[src/rtl/core/spcr_pkg.sv]
// ----------------------------------------------------------------------------
// spcr_pkg
// Shared types and constants for the stepper command parser and runner.
// ----------------------------------------------------------------------------
package spcr_pkg;

  // Width of the step count carried on the result word.
  localparam int STEPS_W = 31;

  // Stream word widths.
  localparam int IN_DATA_W  = 8;
  localparam int OUT_DATA_W = 40;

  // Command characters.
  localparam logic [7:0] CH_PIPE  = 8'h7C;
  localparam logic [7:0] CH_E     = 8'h45;
  localparam logic [7:0] CH_D     = 8'h44;
  localparam logic [7:0] CH_S     = 8'h53;
  localparam logic [7:0] CH_ONE   = 8'h31;
  localparam logic [7:0] CH_ZERO  = 8'h30;
  localparam logic [7:0] CH_NINE  = 8'h39;
  localparam logic [7:0] CH_SPACE = 8'h20;
  localparam logic [7:0] CH_TAB   = 8'h09;
  localparam logic [7:0] CH_LF    = 8'h0A;
  localparam logic [7:0] CH_VT    = 8'h0B;
  localparam logic [7:0] CH_FF    = 8'h0C;
  localparam logic [7:0] CH_CR    = 8'h0D;

  // Byte class as decided by the front end.
  typedef enum logic [2:0] {
    CLS_PIPE,
    CLS_ENABLE,
    CLS_DIR,
    CLS_STEPS,
    CLS_DIGIT,
    CLS_BLANK,
    CLS_OTHER
  } byte_class_t;

  // One classified word handed from the front end to the back end.
  typedef struct packed {
    logic        is_tick;
    byte_class_t cls;
    logic        is_one;
    logic [3:0]  digit;
  } op_t;

endpackage

[src/rtl/core/spcr_front.sv]
// ----------------------------------------------------------------------------
// spcr_front
// Accepts input words and classifies command bytes into a registered op.
// ----------------------------------------------------------------------------
module spcr_front (
  input  logic                              clk,
  input  logic                              rst,
  input  logic                              s_axis_tvalid,
  output logic                              s_axis_tready,
  input  logic [spcr_pkg::IN_DATA_W-1:0]    s_axis_tdata,   // [7:0] byte_value
  input  logic                              s_axis_tuser,   // [0] tick
  output logic                              op_valid,
  input  logic                              op_ready,
  output spcr_pkg::op_t                     op
);

  spcr_pkg::op_t dec;

  // Decode the incoming byte into its class.
  always_comb begin
    dec.is_tick = s_axis_tuser;
    dec.is_one  = (s_axis_tdata == spcr_pkg::CH_ONE);
    dec.digit   = 4'(s_axis_tdata - spcr_pkg::CH_ZERO);
    if (s_axis_tdata == spcr_pkg::CH_PIPE) begin
      dec.cls = spcr_pkg::CLS_PIPE;
    end else if (s_axis_tdata == spcr_pkg::CH_E) begin
      dec.cls = spcr_pkg::CLS_ENABLE;
    end else if (s_axis_tdata == spcr_pkg::CH_D) begin
      dec.cls = spcr_pkg::CLS_DIR;
    end else if (s_axis_tdata == spcr_pkg::CH_S) begin
      dec.cls = spcr_pkg::CLS_STEPS;
    end else if (s_axis_tdata inside {[spcr_pkg::CH_ZERO:spcr_pkg::CH_NINE]}) begin
      dec.cls = spcr_pkg::CLS_DIGIT;
    end else if (s_axis_tdata inside {spcr_pkg::CH_SPACE, spcr_pkg::CH_TAB,
                                      spcr_pkg::CH_LF, spcr_pkg::CH_VT,
                                      spcr_pkg::CH_FF, spcr_pkg::CH_CR}) begin
      dec.cls = spcr_pkg::CLS_BLANK;
    end else begin
      dec.cls = spcr_pkg::CLS_OTHER;
    end
  end

  // The stage takes a new word when empty or when its word moves on.
  assign s_axis_tready = !op_valid || op_ready;

  always_ff @(posedge clk) begin
    if (rst) begin
      op_valid <= 1'b0;
    end else if (s_axis_tready) begin
      op_valid <= s_axis_tvalid;
    end
  end

  always_ff @(posedge clk) begin
    if (s_axis_tvalid && s_axis_tready) begin
      op <= dec;
    end
  end

endmodule

[src/rtl/core/spcr_queue.sv]
// ----------------------------------------------------------------------------
// spcr_queue
// Small first-in first-out queue of classified ops between front and back.
// ----------------------------------------------------------------------------
module spcr_queue #(
  parameter int DEPTH = 4
) (
  input  logic          clk,
  input  logic          rst,
  input  logic          in_valid,
  output logic          in_ready,
  input  spcr_pkg::op_t in_op,
  output logic          out_valid,
  input  logic          out_ready,
  output spcr_pkg::op_t out_op
);

  localparam int PTR_W = (DEPTH > 1) ? $clog2(DEPTH) : 1;
  localparam int CNT_W = $clog2(DEPTH + 1);
  localparam logic [PTR_W-1:0] LAST = PTR_W'(DEPTH - 1);

  spcr_pkg::op_t    mem [DEPTH];
  logic [PTR_W-1:0] wr_ptr;
  logic [PTR_W-1:0] rd_ptr;
  logic [CNT_W-1:0] fill;
  logic             push;
  logic             pop;

  assign in_ready  = (fill != CNT_W'(DEPTH));
  assign out_valid = (fill != '0);
  assign out_op    = mem[rd_ptr];
  assign push      = in_valid && in_ready;
  assign pop       = out_valid && out_ready;

  // Pointers and fill level.
  always_ff @(posedge clk) begin
    if (rst) begin
      wr_ptr <= '0;
      rd_ptr <= '0;
      fill   <= '0;
    end else begin
      if (push) begin
        wr_ptr <= (wr_ptr == LAST) ? '0 : wr_ptr + 1'b1;
      end
      if (pop) begin
        rd_ptr <= (rd_ptr == LAST) ? '0 : rd_ptr + 1'b1;
      end
      if (push && !pop) begin
        fill <= fill + 1'b1;
      end else if (pop && !push) begin
        fill <= fill - 1'b1;
      end
    end
  end

  // Storage.
  always_ff @(posedge clk) begin
    if (push) begin
      mem[wr_ptr] <= in_op;
    end
  end

endmodule

[src/rtl/core/spcr_back.sv]
// ----------------------------------------------------------------------------
// spcr_back
// Executes classified ops: command parser, step runner and result register.
// ----------------------------------------------------------------------------
module spcr_back #(
  parameter int COUNT_BITS = 31
) (
  input  logic                              clk,
  input  logic                              rst,
  input  logic                              op_valid,
  output logic                              op_ready,
  input  spcr_pkg::op_t                     op,
  output logic                              m_axis_tvalid,
  input  logic                              m_axis_tready,
  // [0] step_pulse, [1] direction_backward, [2] driver_enabled,
  // [33:3] steps_taken, [39:34] zero
  output logic [spcr_pkg::OUT_DATA_W-1:0]   m_axis_tdata,
  output logic                              m_axis_tlast    // run_finished
);

  typedef enum logic [1:0] {
    MODE_IDLE,
    MODE_AFTER_E,
    MODE_AFTER_D,
    MODE_NUMBER
  } mode_t;

  localparam int WIDE_W = COUNT_BITS + 4;
  localparam logic [COUNT_BITS-1:0] CNT_MAX = {COUNT_BITS{1'b1}};

  mode_t                 mode, mode_next;
  logic [COUNT_BITS-1:0] acc, acc_next;
  logic                  seen, seen_next;
  logic                  ended, ended_next;
  logic [COUNT_BITS-1:0] target, target_next;
  logic [COUNT_BITS-1:0] count, count_next;
  logic                  enable, enable_next;
  logic                  backward, backward_next;
  logic                  pulse_next;
  logic                  finished_next;
  logic                  do_cmd;
  logic [WIDE_W-1:0]     acc_wide;
  logic [WIDE_W-1:0]     acc_mac;
  logic [COUNT_BITS-1:0] acc_sat;
  logic                  take;

  // Accumulator times ten plus digit, saturated to the count range.
  assign acc_wide = WIDE_W'(acc);
  assign acc_mac  = (acc_wide << 3) + (acc_wide << 1) + WIDE_W'(op.digit);
  assign acc_sat  = (acc_mac[WIDE_W-1:COUNT_BITS] != '0) ? CNT_MAX
                                                          : acc_mac[COUNT_BITS-1:0];

  // An op executes when the result register is free or being drained.
  assign op_ready = !m_axis_tvalid || m_axis_tready;
  assign take     = op_valid && op_ready;

  // Next-state logic for one op.
  always_comb begin
    mode_next     = mode;
    acc_next      = acc;
    seen_next     = seen;
    ended_next    = ended;
    target_next   = target;
    count_next    = count;
    enable_next   = enable;
    backward_next = backward;
    pulse_next    = 1'b0;
    finished_next = 1'b0;
    do_cmd        = 1'b0;

    if (!op.is_tick) begin
      case (mode)
        MODE_AFTER_E: begin
          enable_next = op.is_one;
          mode_next   = MODE_IDLE;
          do_cmd      = 1'b1;
        end
        MODE_AFTER_D: begin
          backward_next = !op.is_one;
          mode_next     = MODE_IDLE;
          do_cmd        = 1'b1;
        end
        MODE_NUMBER: begin
          case (op.cls)
            spcr_pkg::CLS_PIPE: begin
              mode_next  = MODE_IDLE;
              acc_next   = '0;
              seen_next  = 1'b0;
              ended_next = 1'b0;
            end
            spcr_pkg::CLS_STEPS: begin
              if (seen) begin
                target_next = acc;
              end
              mode_next  = MODE_IDLE;
              acc_next   = '0;
              seen_next  = 1'b0;
              ended_next = 1'b0;
            end
            spcr_pkg::CLS_DIGIT: begin
              if (!ended) begin
                acc_next  = acc_sat;
                seen_next = 1'b1;
              end
            end
            spcr_pkg::CLS_BLANK: begin
              // Leading blanks are skipped; any later one ends the digits.
              if (seen || ended) begin
                ended_next = 1'b1;
              end
            end
            default: begin
              ended_next = 1'b1;
            end
          endcase
        end
        default: begin
          do_cmd = 1'b1;
        end
      endcase

      // Plain command handling, also applied to the argument byte of E and D.
      if (do_cmd) begin
        case (op.cls)
          spcr_pkg::CLS_PIPE: begin
            mode_next  = MODE_IDLE;
            acc_next   = '0;
            seen_next  = 1'b0;
            ended_next = 1'b0;
          end
          spcr_pkg::CLS_ENABLE: begin
            mode_next = MODE_AFTER_E;
          end
          spcr_pkg::CLS_DIR: begin
            mode_next = MODE_AFTER_D;
          end
          spcr_pkg::CLS_STEPS: begin
            mode_next  = MODE_NUMBER;
            acc_next   = '0;
            seen_next  = 1'b0;
            ended_next = 1'b0;
          end
          default: begin
          end
        endcase
      end
    end else if (target != '0) begin
      // Motion tick: step toward the target, or finish the move.
      if (count != target) begin
        count_next = count + 1'b1;
        pulse_next = 1'b1;
      end else begin
        target_next   = '0;
        count_next    = '0;
        enable_next   = 1'b0;
        finished_next = 1'b1;
      end
    end
  end

  // State and result register.
  always_ff @(posedge clk) begin
    if (rst) begin
      mode          <= MODE_IDLE;
      acc           <= '0;
      seen          <= 1'b0;
      ended         <= 1'b0;
      target        <= '0;
      count         <= '0;
      enable        <= 1'b0;
      backward      <= 1'b0;
      m_axis_tvalid <= 1'b0;
    end else begin
      if (take) begin
        mode     <= mode_next;
        acc      <= acc_next;
        seen     <= seen_next;
        ended    <= ended_next;
        target   <= target_next;
        count    <= count_next;
        enable   <= enable_next;
        backward <= backward_next;
      end
      if (op_ready) begin
        m_axis_tvalid <= op_valid;
      end
    end
  end

  // Result payload.
  always_ff @(posedge clk) begin
    if (take) begin
      m_axis_tdata <= {6'b0, spcr_pkg::STEPS_W'(count_next), enable_next, backward_next,
                       pulse_next};
      m_axis_tlast <= finished_next;
    end
  end

endmodule

[src/rtl/core/stepper_command_parser_and_runner_unit.sv]
// ----------------------------------------------------------------------------
// stepper_command_parser_and_runner_unit
// Single-axis stepper controller driven by command bytes and motion ticks.
// ----------------------------------------------------------------------------
// The block accepts one word every clock cycle while the output is not
// stalled and returns exactly one result word per input word, in order. A
// word goes through the classify register, a queue of QUEUE_DEPTH words and
// the execute stage, whose result register drives the output. The execute
// stage finishes one word per cycle while the output is not stalled; the
// classify register, the queue and the result register together hold
// QUEUE_DEPTH + 2 words, so the input keeps flowing after the output stalls
// until they are full. Commands: "E1" enables the driver (E with any other
// byte disables), "D1" selects forward (D with any other byte selects
// backward), "S<digits>S" loads the step target, "|" ends a frame. Each tick
// with an unmet nonzero target issues one step; a met target finishes the
// move, clears target and count and disables the driver, and that result
// word carries tlast.
// ----------------------------------------------------------------------------
module stepper_command_parser_and_runner_unit #(
  parameter int COUNT_BITS  = 31,
  parameter int QUEUE_DEPTH = 4
) (
  input  logic                              clk,
  input  logic                              rst,
  input  logic                              s_axis_tvalid,
  output logic                              s_axis_tready,
  input  logic [spcr_pkg::IN_DATA_W-1:0]    s_axis_tdata,   // [7:0] byte_value
  input  logic                              s_axis_tuser,   // [0] tick
  output logic                              m_axis_tvalid,
  input  logic                              m_axis_tready,
  // [0] step_pulse, [1] direction_backward, [2] driver_enabled,
  // [33:3] steps_taken, [39:34] zero
  output logic [spcr_pkg::OUT_DATA_W-1:0]   m_axis_tdata,
  output logic                              m_axis_tlast    // run_finished
);

  logic          front_valid;
  logic          front_ready;
  spcr_pkg::op_t front_op;
  logic          queue_valid;
  logic          queue_ready;
  spcr_pkg::op_t queue_op;

  spcr_front u_front (
    .clk           (clk),
    .rst           (rst),
    .s_axis_tvalid (s_axis_tvalid),
    .s_axis_tready (s_axis_tready),
    .s_axis_tdata  (s_axis_tdata),
    .s_axis_tuser  (s_axis_tuser),
    .op_valid      (front_valid),
    .op_ready      (front_ready),
    .op            (front_op)
  );

  spcr_queue #(
    .DEPTH (QUEUE_DEPTH)
  ) u_queue (
    .clk       (clk),
    .rst       (rst),
    .in_valid  (front_valid),
    .in_ready  (front_ready),
    .in_op     (front_op),
    .out_valid (queue_valid),
    .out_ready (queue_ready),
    .out_op    (queue_op)
  );

  spcr_back #(
    .COUNT_BITS (COUNT_BITS)
  ) u_back (
    .clk           (clk),
    .rst           (rst),
    .op_valid      (queue_valid),
    .op_ready      (queue_ready),
    .op            (queue_op),
    .m_axis_tvalid (m_axis_tvalid),
    .m_axis_tready (m_axis_tready),
    .m_axis_tdata  (m_axis_tdata),
    .m_axis_tlast  (m_axis_tlast)
  );

endmodule

[config.mk]
export PLATFORM = sky130hd
export DESIGN_NAME = stepper_command_parser_and_runner_unit
export DESIGN_NICKNAME = d
export VERILOG_FILES = /design/src/rtl/core/spcr_pkg.sv /design/src/rtl/core/spcr_front.sv /design/src/rtl/core/spcr_queue.sv /design/src/rtl/core/spcr_back.sv /design/src/rtl/core/stepper_command_parser_and_runner_unit.sv
export SDC_FILE = /design/constraint.sdc
export NUM_CORES = 1
export LEC_CHECK = 0
export BUFFER_PORTS_ARGS = -buffer_cell sky130_fd_sc_hd__buf_2
export CAP_MARGIN = 20
export CORE_MARGIN = 2
export CORE_UTILIZATION = 60
export DETAILED_ROUTE_END_ITERATION = 10
export PLACE_DENSITY = 0.74
export SLEW_MARGIN = 5
export SYNTH_ARGS = -nofsm -noshare
export SYNTH_HDL_FRONTEND = slang
export SYNTH_SLANG_ARGS = --single-unit
[constraint.sdc]
create_clock -name clk -period 5.3 [get_ports clk]
set_clock_uncertainty 0.2 [all_clocks]
set_input_delay 1.59 -clock clk [delete_from_list [all_inputs] [get_ports clk]]
set_output_delay 1.59 -clock clk [all_outputs]
set_load 0.01 [all_outputs]
==> metrics, run 1 <==
outcome finished clean; Placed Cells 1400; via count 8864; final max-slew violation count 0; GRT Util Overall 26.9%; fin util between 60% and 70%; Post-synth EDFFs 80; layout net count roughly 1300; P per Cell Area between 300 and 400 nW/um^2; total congestion overflow 0; CTS max path bufs 2; commonest non-fill, non-tap cell in the layout nor2_1; Max-Cap Viols 0; Mean Syn Cell Area slightly above 9 um^2; WP data required 5410 ps; total wire length approximately 26000 um; total core area 17900 um^2; Buffers on Ports 49; synthesized area 10900 um^2; Synth cell types between 70 and 80; clock latency on the worst-skew pair 430 ps; Area after DPL approximately 11000 um^2; data arrival time of the critical path about 5000 ps; P_leak 0.00477 uW; share of power burned in registers between 40% and 50%; Routed Antenna Nets 0; largest net degree at the start of global routing 68; initial antenna violation count 0; asr flop ratio synth 0%; RSZ-0062 raised after global routing false; Sw Pwr between 1000 and 1500 uW; area leader, netlist edfxtp_1; Worst-path clk slew roughly 70 ps; Die W about 140 um; post-synth top area share roughly 22%; Worst Tran Pin Value approximately 1100 ps; Setup Fix Bufs, Post-CTS 0; first drt pass iteration count 5; post-route setup TNS 0 ps; Worst Setup End Kind flop; cell area after layout ~12000 um^2; H-tree lvl count 4; Yosys reg bits 190; vias in the first global route 8487; Hold Buf Count CTS 0; Num CTS Buffers 17; Area contributors post-synth edfxtp_1 (22%), dfxtp_1 (20%), ha_1 (7.8%); DRC violation count after routing 0; Syn Inst Count about 1200; sequential share of the synthesized area around 42%; Most used DFF post-synth dfxtp_1; Fillers roughly 1500; Sw Share a little under a third; combinational share of power 21.4%; first-pass GRT wire length ~42000 um; WS Path Type flop to flop; Rel. slew slack 29.6%; clock power share 31.4%; vias per inst ~6.2; Yosys Warn Count 0; share of layout cells above drive strength 1 under 10%; Final period util between 90 and 100%; Clock Tree Root clkbuf_16; drt first-iter violations 779; Layout Area Growth over Synthesis 8.10%; R2R depth 15; Final Wtd Congestion between 0.9 and 1; top achievable clock speed between 200 and 250 MHz; CP max FO 51; register area between 4000 and 5000 um^2; clock tree sinks 190; I/O Pins 56; final hold vios 0; Hold/Removal Path Class flop to flop; final worst path period need 4900 ps; Die Area 19200 um^2; Final Non-Filler Cells roughly 1400; chip height 139 um; kind of launch point of the worst setup path flop; worst hold stages 2; cts repair resizes 0; worst hold margin about 260 ps; VDD IR max about 330 uV; hpwl dp between 15000 and 20000 um; Register-to-Register Setup Slack 400 ps; row cnt 49; Final setup viols 0; CTS tree built; most frequent cells in the layout nor2_1 (118), dfxtp_1 (110), nand2_1 (103); wire per inst ~18 um; initial core utilization 60.8%; multi-input logic area approximately 5800 um^2; internal power roughly 2700 uW; diodes inserted 0
synth_stat cells, types with 16 or more instances:
library cell	count
dfxtp_1	110
o21ai_0	81
ha_1	68
and3_1	16
clkbuf_1	52
nand4_1	25
edfxtp_1	80
nor2_1	118
xnor2_1	44
nand2_1	103
nor4_1	16
nand3_1	27
xor2_1	39
a22oi_1	42
a21oi_1	82
nor3_1	24
inv_1	45
state kept, by name (all words and copies together), names as in the netlist, 2 cells and up, named ones only:
| register | flops |
|---|---|
| u_queue.rd_ptr | 2 |
| u_back.count | 31 |
| u_queue.fill | 3 |
| u_back.target | 31 |
| u_back.mode | 2 |
| u_back.m_axis_tdata | 34 |
| u_front.op | 9 |
| u_queue.mem | 36 |
| u_queue.wr_ptr | 2 |
| u_back.acc | 31 |
cells by family (layout without fill, tap and decap cells):
family                   Yosys count  in the layout  synth area share (%)
AND/OR/NAND/NOR                  393            393                  17.3
AO/OA/AOI/OAI                    306            306                  18.2
XOR/XNOR                          83             83                  6.68
buffers and inverters            121            139                  4.69
other                              1              6                0.0345
adder cells (fa/ha/maj)           71             71                  8.37
flip-flops                       190            190                  42.3
multiplexers                      15             15                  2.43
power by group through the flow:
stage                     clock, uW  combinational [uW]  sequential, uW
after CTS                      1240                 843            1840
after detailed placement          0                 833            1870
after global routing           1300                 915            1860
after global placement            0                 820            1860
final                          1220                 833            1840
after floorplan                   0                 481            1930
critical path: stages (launching register included):
cell      delay (ps)
dfxtp_1          400
buf_4            220
mux4_2           520
ha_1             190
ha_1             200
fa_1             410
a21o_1           220
a221oi_2         390
o21ai_1          170
a21boi_0         430
o21a_1           220
o221ai_2          90
or3_1            370
buf_4            270
o311ai_0         360
nand2_1           80
area by class of cell:
| type | instances | share of cell area [%] |
|---|---|---|
| clock buffer | 20 | 3.80 |
| clock inverter | 12 | 0.926 |
| inverter | 45 | 1.44 |
| multi-input combinational | 874 | 49.3 |
| sequential | 190 | 39.2 |
| tap | 229 | 2.44 |
| timing repair buffer | 62 | 2.98 |
through the flow:
stage / setup WS, ps / power (uW)
after floorplan: 660 / 2410
after global placement: 515 / 2680
after detailed placement: 435 / 2700
after CTS: 404 / 3920
after global routing: 71.0 / 4070
final: 404 / 3890
per-layer routing:
| layer | wire, um | GRT usage [%] |
|---|---|---|
| met1 | 10700 | 34.0 |
| met2 | 12900 | 47.0 |
| met3 | 1230 | 4.04 |
| met4 | 721 | 9.68 |
| met5 | 0 | 0 |
path summary, 6_finish.rpt:
kind | startpoint | to
worst max-delay path | flop | u_back.acc[0]$_SDFFE_PP0P_
worst max register to register | flop | u_back.acc[0]$_SDFFE_PP0P_
worst min-delay path | u_back.enable$_SDFFE_PP0P_ | u_back.enable$_SDFFE_PP0P_
worst min register to register | u_back.enable$_SDFFE_PP0P_ | u_back.enable$_SDFFE_PP0P_
(Power assumes the default switching activity.)
==> run 2: changes to the inputs <==
--- a/config.mk
+++ b/config.mk
@@ -8,10 +8,11 @@
 export BUFFER_PORTS_ARGS = -buffer_cell sky130_fd_sc_hd__buf_2
 export CAP_MARGIN = 20
 export CORE_MARGIN = 2
-export CORE_UTILIZATION = 60
+export CORE_UTILIZATION = 62
 export DETAILED_ROUTE_END_ITERATION = 10
-export PLACE_DENSITY = 0.74
+export PLACE_DENSITY = 0.76
 export SLEW_MARGIN = 5
 export SYNTH_ARGS = -nofsm -noshare
 export SYNTH_HDL_FRONTEND = slang
+export SYNTH_HIERARCHICAL = 1
 export SYNTH_SLANG_ARGS = --single-unit
==> run 2 against run 1 <==
  * Sequential share of layout area down 1.2 points
  * Largest power group unchanged
  * Via count rose by 2.0%
  * Flip-flop and latch count unchanged
  * Wire length shrank 0.93%
  * Critical path depth is 1 lower
  * Global-route usage shrank 0.18 points
  * Register-to-register slack improved by 140 ps
  * Core utilization up 2.0 points
  * Highest routed layer unchanged
  * Non-clock buffer count decreased by 1
  * Critical path type unchanged
  * Total power rose by 0.62%
==> metrics, run 2 <==
Final Wtd Congestion 0.886 (-3.3%); Area contributors post-synth edfxtp_1 (21%), dfxtp_1 (20%), ha_1 (7.6%); data arrival time of the critical path 4860 ps (-140 ps); Clock Tree Root clkbuf_16; RSZ-0062 raised after global routing false; Die Area 19300 um^2 (+0.22%); Max-Cap Viols 0 (unchanged); sequential share of the synthesized area 40.9% (-1.5 points); P per Cell Area 323 nW/um^2 (-2.4%); largest net degree at the start of global routing 77 (+13%); Syn Inst Count 1198 (+1.5%); most frequent cells in the layout dfxtp_1 (110), a21oi_1 (109), nand2_1 (105); Synth cell types 89 (+25%); synth cell count leaders dfxtp_1 (110), a21oi_1 (109), nand2_1 (105), nor2_1 (104), edfxtp_1 (80); CP Cell Sequence buf_4 -> mux4_2 -> ha_1 -> ha_1 -> fa_1 -> a21oi_1 -> o22ai_1 -> o31a_1 -> o2111a_1 -> o311ai_2 -> o21ai_2 -> buf_4 -> a2111oi_1 -> nor2_1; Worst-path clk slew 80 ps (about the same); Rel. slew slack 32.4% (+2.7 points); final hold vios 0 (unchanged); R2R depth 14 (-1); slowest stage cell, crit path a2111oi_1; commonest non-fill, non-tap cell in the layout dfxtp_1; Hold Startpoint u_back/backward$_SDFFE_PP0P_; cts repair resizes 0 (unchanged); I/O Pins 56 (unchanged); GRT Util Overall 26.7% (-0.18 points); CP delay by family, top compound AO/OA/AOI/OAI gates; outcome finished clean; slowest cell delay on critical path 590 ps (+70 ps); first drt pass iteration count 6 (+1); WP depth 14 (-1); Buffers on Ports 49 (unchanged); DRC violation count after routing 0 (unchanged); H-tree lvl count 4 (unchanged); largest registers u_queue/mem x36, u_back/m_axis_tdata x34; chip height 139 um (+0.11%); final worst path period need 4750 ps (-145 ps); initial antenna violation count 0 (unchanged); WS Path Type flop to flop; area leader, netlist edfxtp_1; kind of launch point of the worst setup path flop; Yosys reg bits 190 (unchanged); via count 9042 (+2.0%); Hold Path Sink u_back/backward$_SDFFE_PP0P_; layout net count 1288 (+1.1%); first-pass GRT wire length 42500 um (about the same); Worst Tran Pin Value 1010 ps (-44.0 ps); CTS tree built; most frequent cell after synthesis dfxtp_1; diodes inserted 0 (unchanged); worst hold stages 2 (unchanged); capture point of the worst reg-to-reg path u_back/acc[0]$_SDFFE_PP0P_; Biggest register u_queue/mem; post-synth top area share 21.3% (-0.76 points); asr flop ratio synth 0% (unchanged); Hold/Removal Path Class flop to flop; wire per inst 17.5 um (-1.9%); total congestion overflow 0 (unchanged); Post-synth EDFFs 80 (unchanged); initial core utilization 62.9% (+2.2 points); Yosys Warn Count 6 (+6); Most used DFF post-synth dfxtp_1; CP bufs+invs 2 (unchanged); P_leak 0.00487 uW (+2.0%); final max-slew violation count 0 (unchanged); Register-to-Register Setup Slack 550 ps (+140 ps); share of layout cells above drive strength 1 11.9% (+2.5 points); Hold Buf Count CTS 0 (unchanged); total wire length 25400 um (-0.93%); Final setup viols 0 (unchanged); Num CTS Buffers 17 (unchanged); Setup Fix Bufs, Post-CTS 0 (unchanged); hpwl dp 18100 um (-1.9%); Die W 139 um (+0.11%); CTS max path bufs 2 (unchanged); Worst Setup End Kind flop; top achievable clock speed 210 MHz (+3.1%); WP data required 5410 ps (about the same); Routed Antenna Nets 0 (unchanged); vias in the first global route 8256 (-2.7%); drt first-iter violations 688 (-12%); vias per inst 6.25 (+1.0%); clock latency on the worst-skew pair 440 ps (about the same); synthesized area 11300 um^2 (+3.6%); max reg flops 36 (unchanged); Final period util 89.6% (-2.7 points); CP max FO 42 (-18%); Layout Area Growth over Synthesis 7.56%; post-route setup TNS 0 ps (unchanged); clock tree sinks 190 (unchanged); VDD IR max 336 uV (+1.5%); total core area 17900 um^2 (unchanged); Mean Syn Cell Area 9.40 um^2 (+2.0%); total power 3920 uW (+0.62%); row cnt 49 (unchanged)
## run 2: how the worst max path moves through the flow
stage / startpoint / endpoint
after global placement: flop / u_back/acc[14]$_SDFFE_PP0P_
after global routing: flop / u_back/acc[0]$_SDFFE_PP0P_
after floorplan: flop / u_back/acc[25]$_SDFFE_PP0P_
after detailed placement: flop / u_back/acc[0]$_SDFFE_PP0P_
after CTS: flop / u_back/acc[0]$_SDFFE_PP0P_
final: flop / u_back/acc[0]$_SDFFE_PP0P_
## run 2: report_power, final
part / leakage, uW / switching (uW) / total, uW / internal, uW
sequential: 0.00165 / 68.4 / 1810 / 1740
clock: 0.000291 / 634 / 1280 / 642
combinational: 0.00293 / 530 / 829 / 300
total: 0.00487 / 1230 / 3920 / 2680
## run 2: worst register-to-register path: cells and delay by family, from the launching register on
kind                     cells  cell delay (ps)
adder cells (fa/ha/maj)      3              860
AND/OR/NAND/NOR              1              110
multiplexers                 1              560
buffers and inverters        2              480
AO/OA/AOI/OAI                7             2000
flip-flops                   1              430
## run 2: kinds of logic after synthesis
kind of cell               share of synthesized area, %
and+or+nand+nor                                    18.8
AOI/OAI and AO/OA                                  19.0
DFF                                                40.9
buffers and inverters                              4.44
xor gates and xnor gates                           6.37
adders and majority gates                          8.09
muxes                                              2.33
other                                            0.0333
## run 2: routing by layer
metal / wire length, um / global-route usage [%]
met1: 11700 / 38.5
met2: 11800 / 41.8
met3: 1350 / 4.14
met5: 0 / 0
met4: 494 / 8.03
## run 2: per-stage QoR
stage | instance area [um^2] | cells | utilization (%) | setup WS, ps | hold slack (ps)
after floorplan | 11300 | 1203 | - | 1020 | 237
after global placement | 11500 | 1414 | 64.3 | 858 | 244
after detailed placement | 11500 | 1414 | 64.3 | 678 | 257
after CTS | 12100 | 1446 | 67.7 | 587 | 273
after global routing | 12100 | 1446 | 67.7 | 273 | 293
final | 12100 | 1446 | 67.7 | 549 | 272
## run 2: area by class of cell
type | count | area [um^2]
Multi-Input combinational cell | 907 | 6190
Fill cell | 1429 | 5780
Sequential cell | 190 | 4600
Clock buffer | 17 | 425
Timing Repair Buffer | 61 | 335
Tap cell | 229 | 287
Clock inverter | 15 | 175
Inverter | 27 | 101
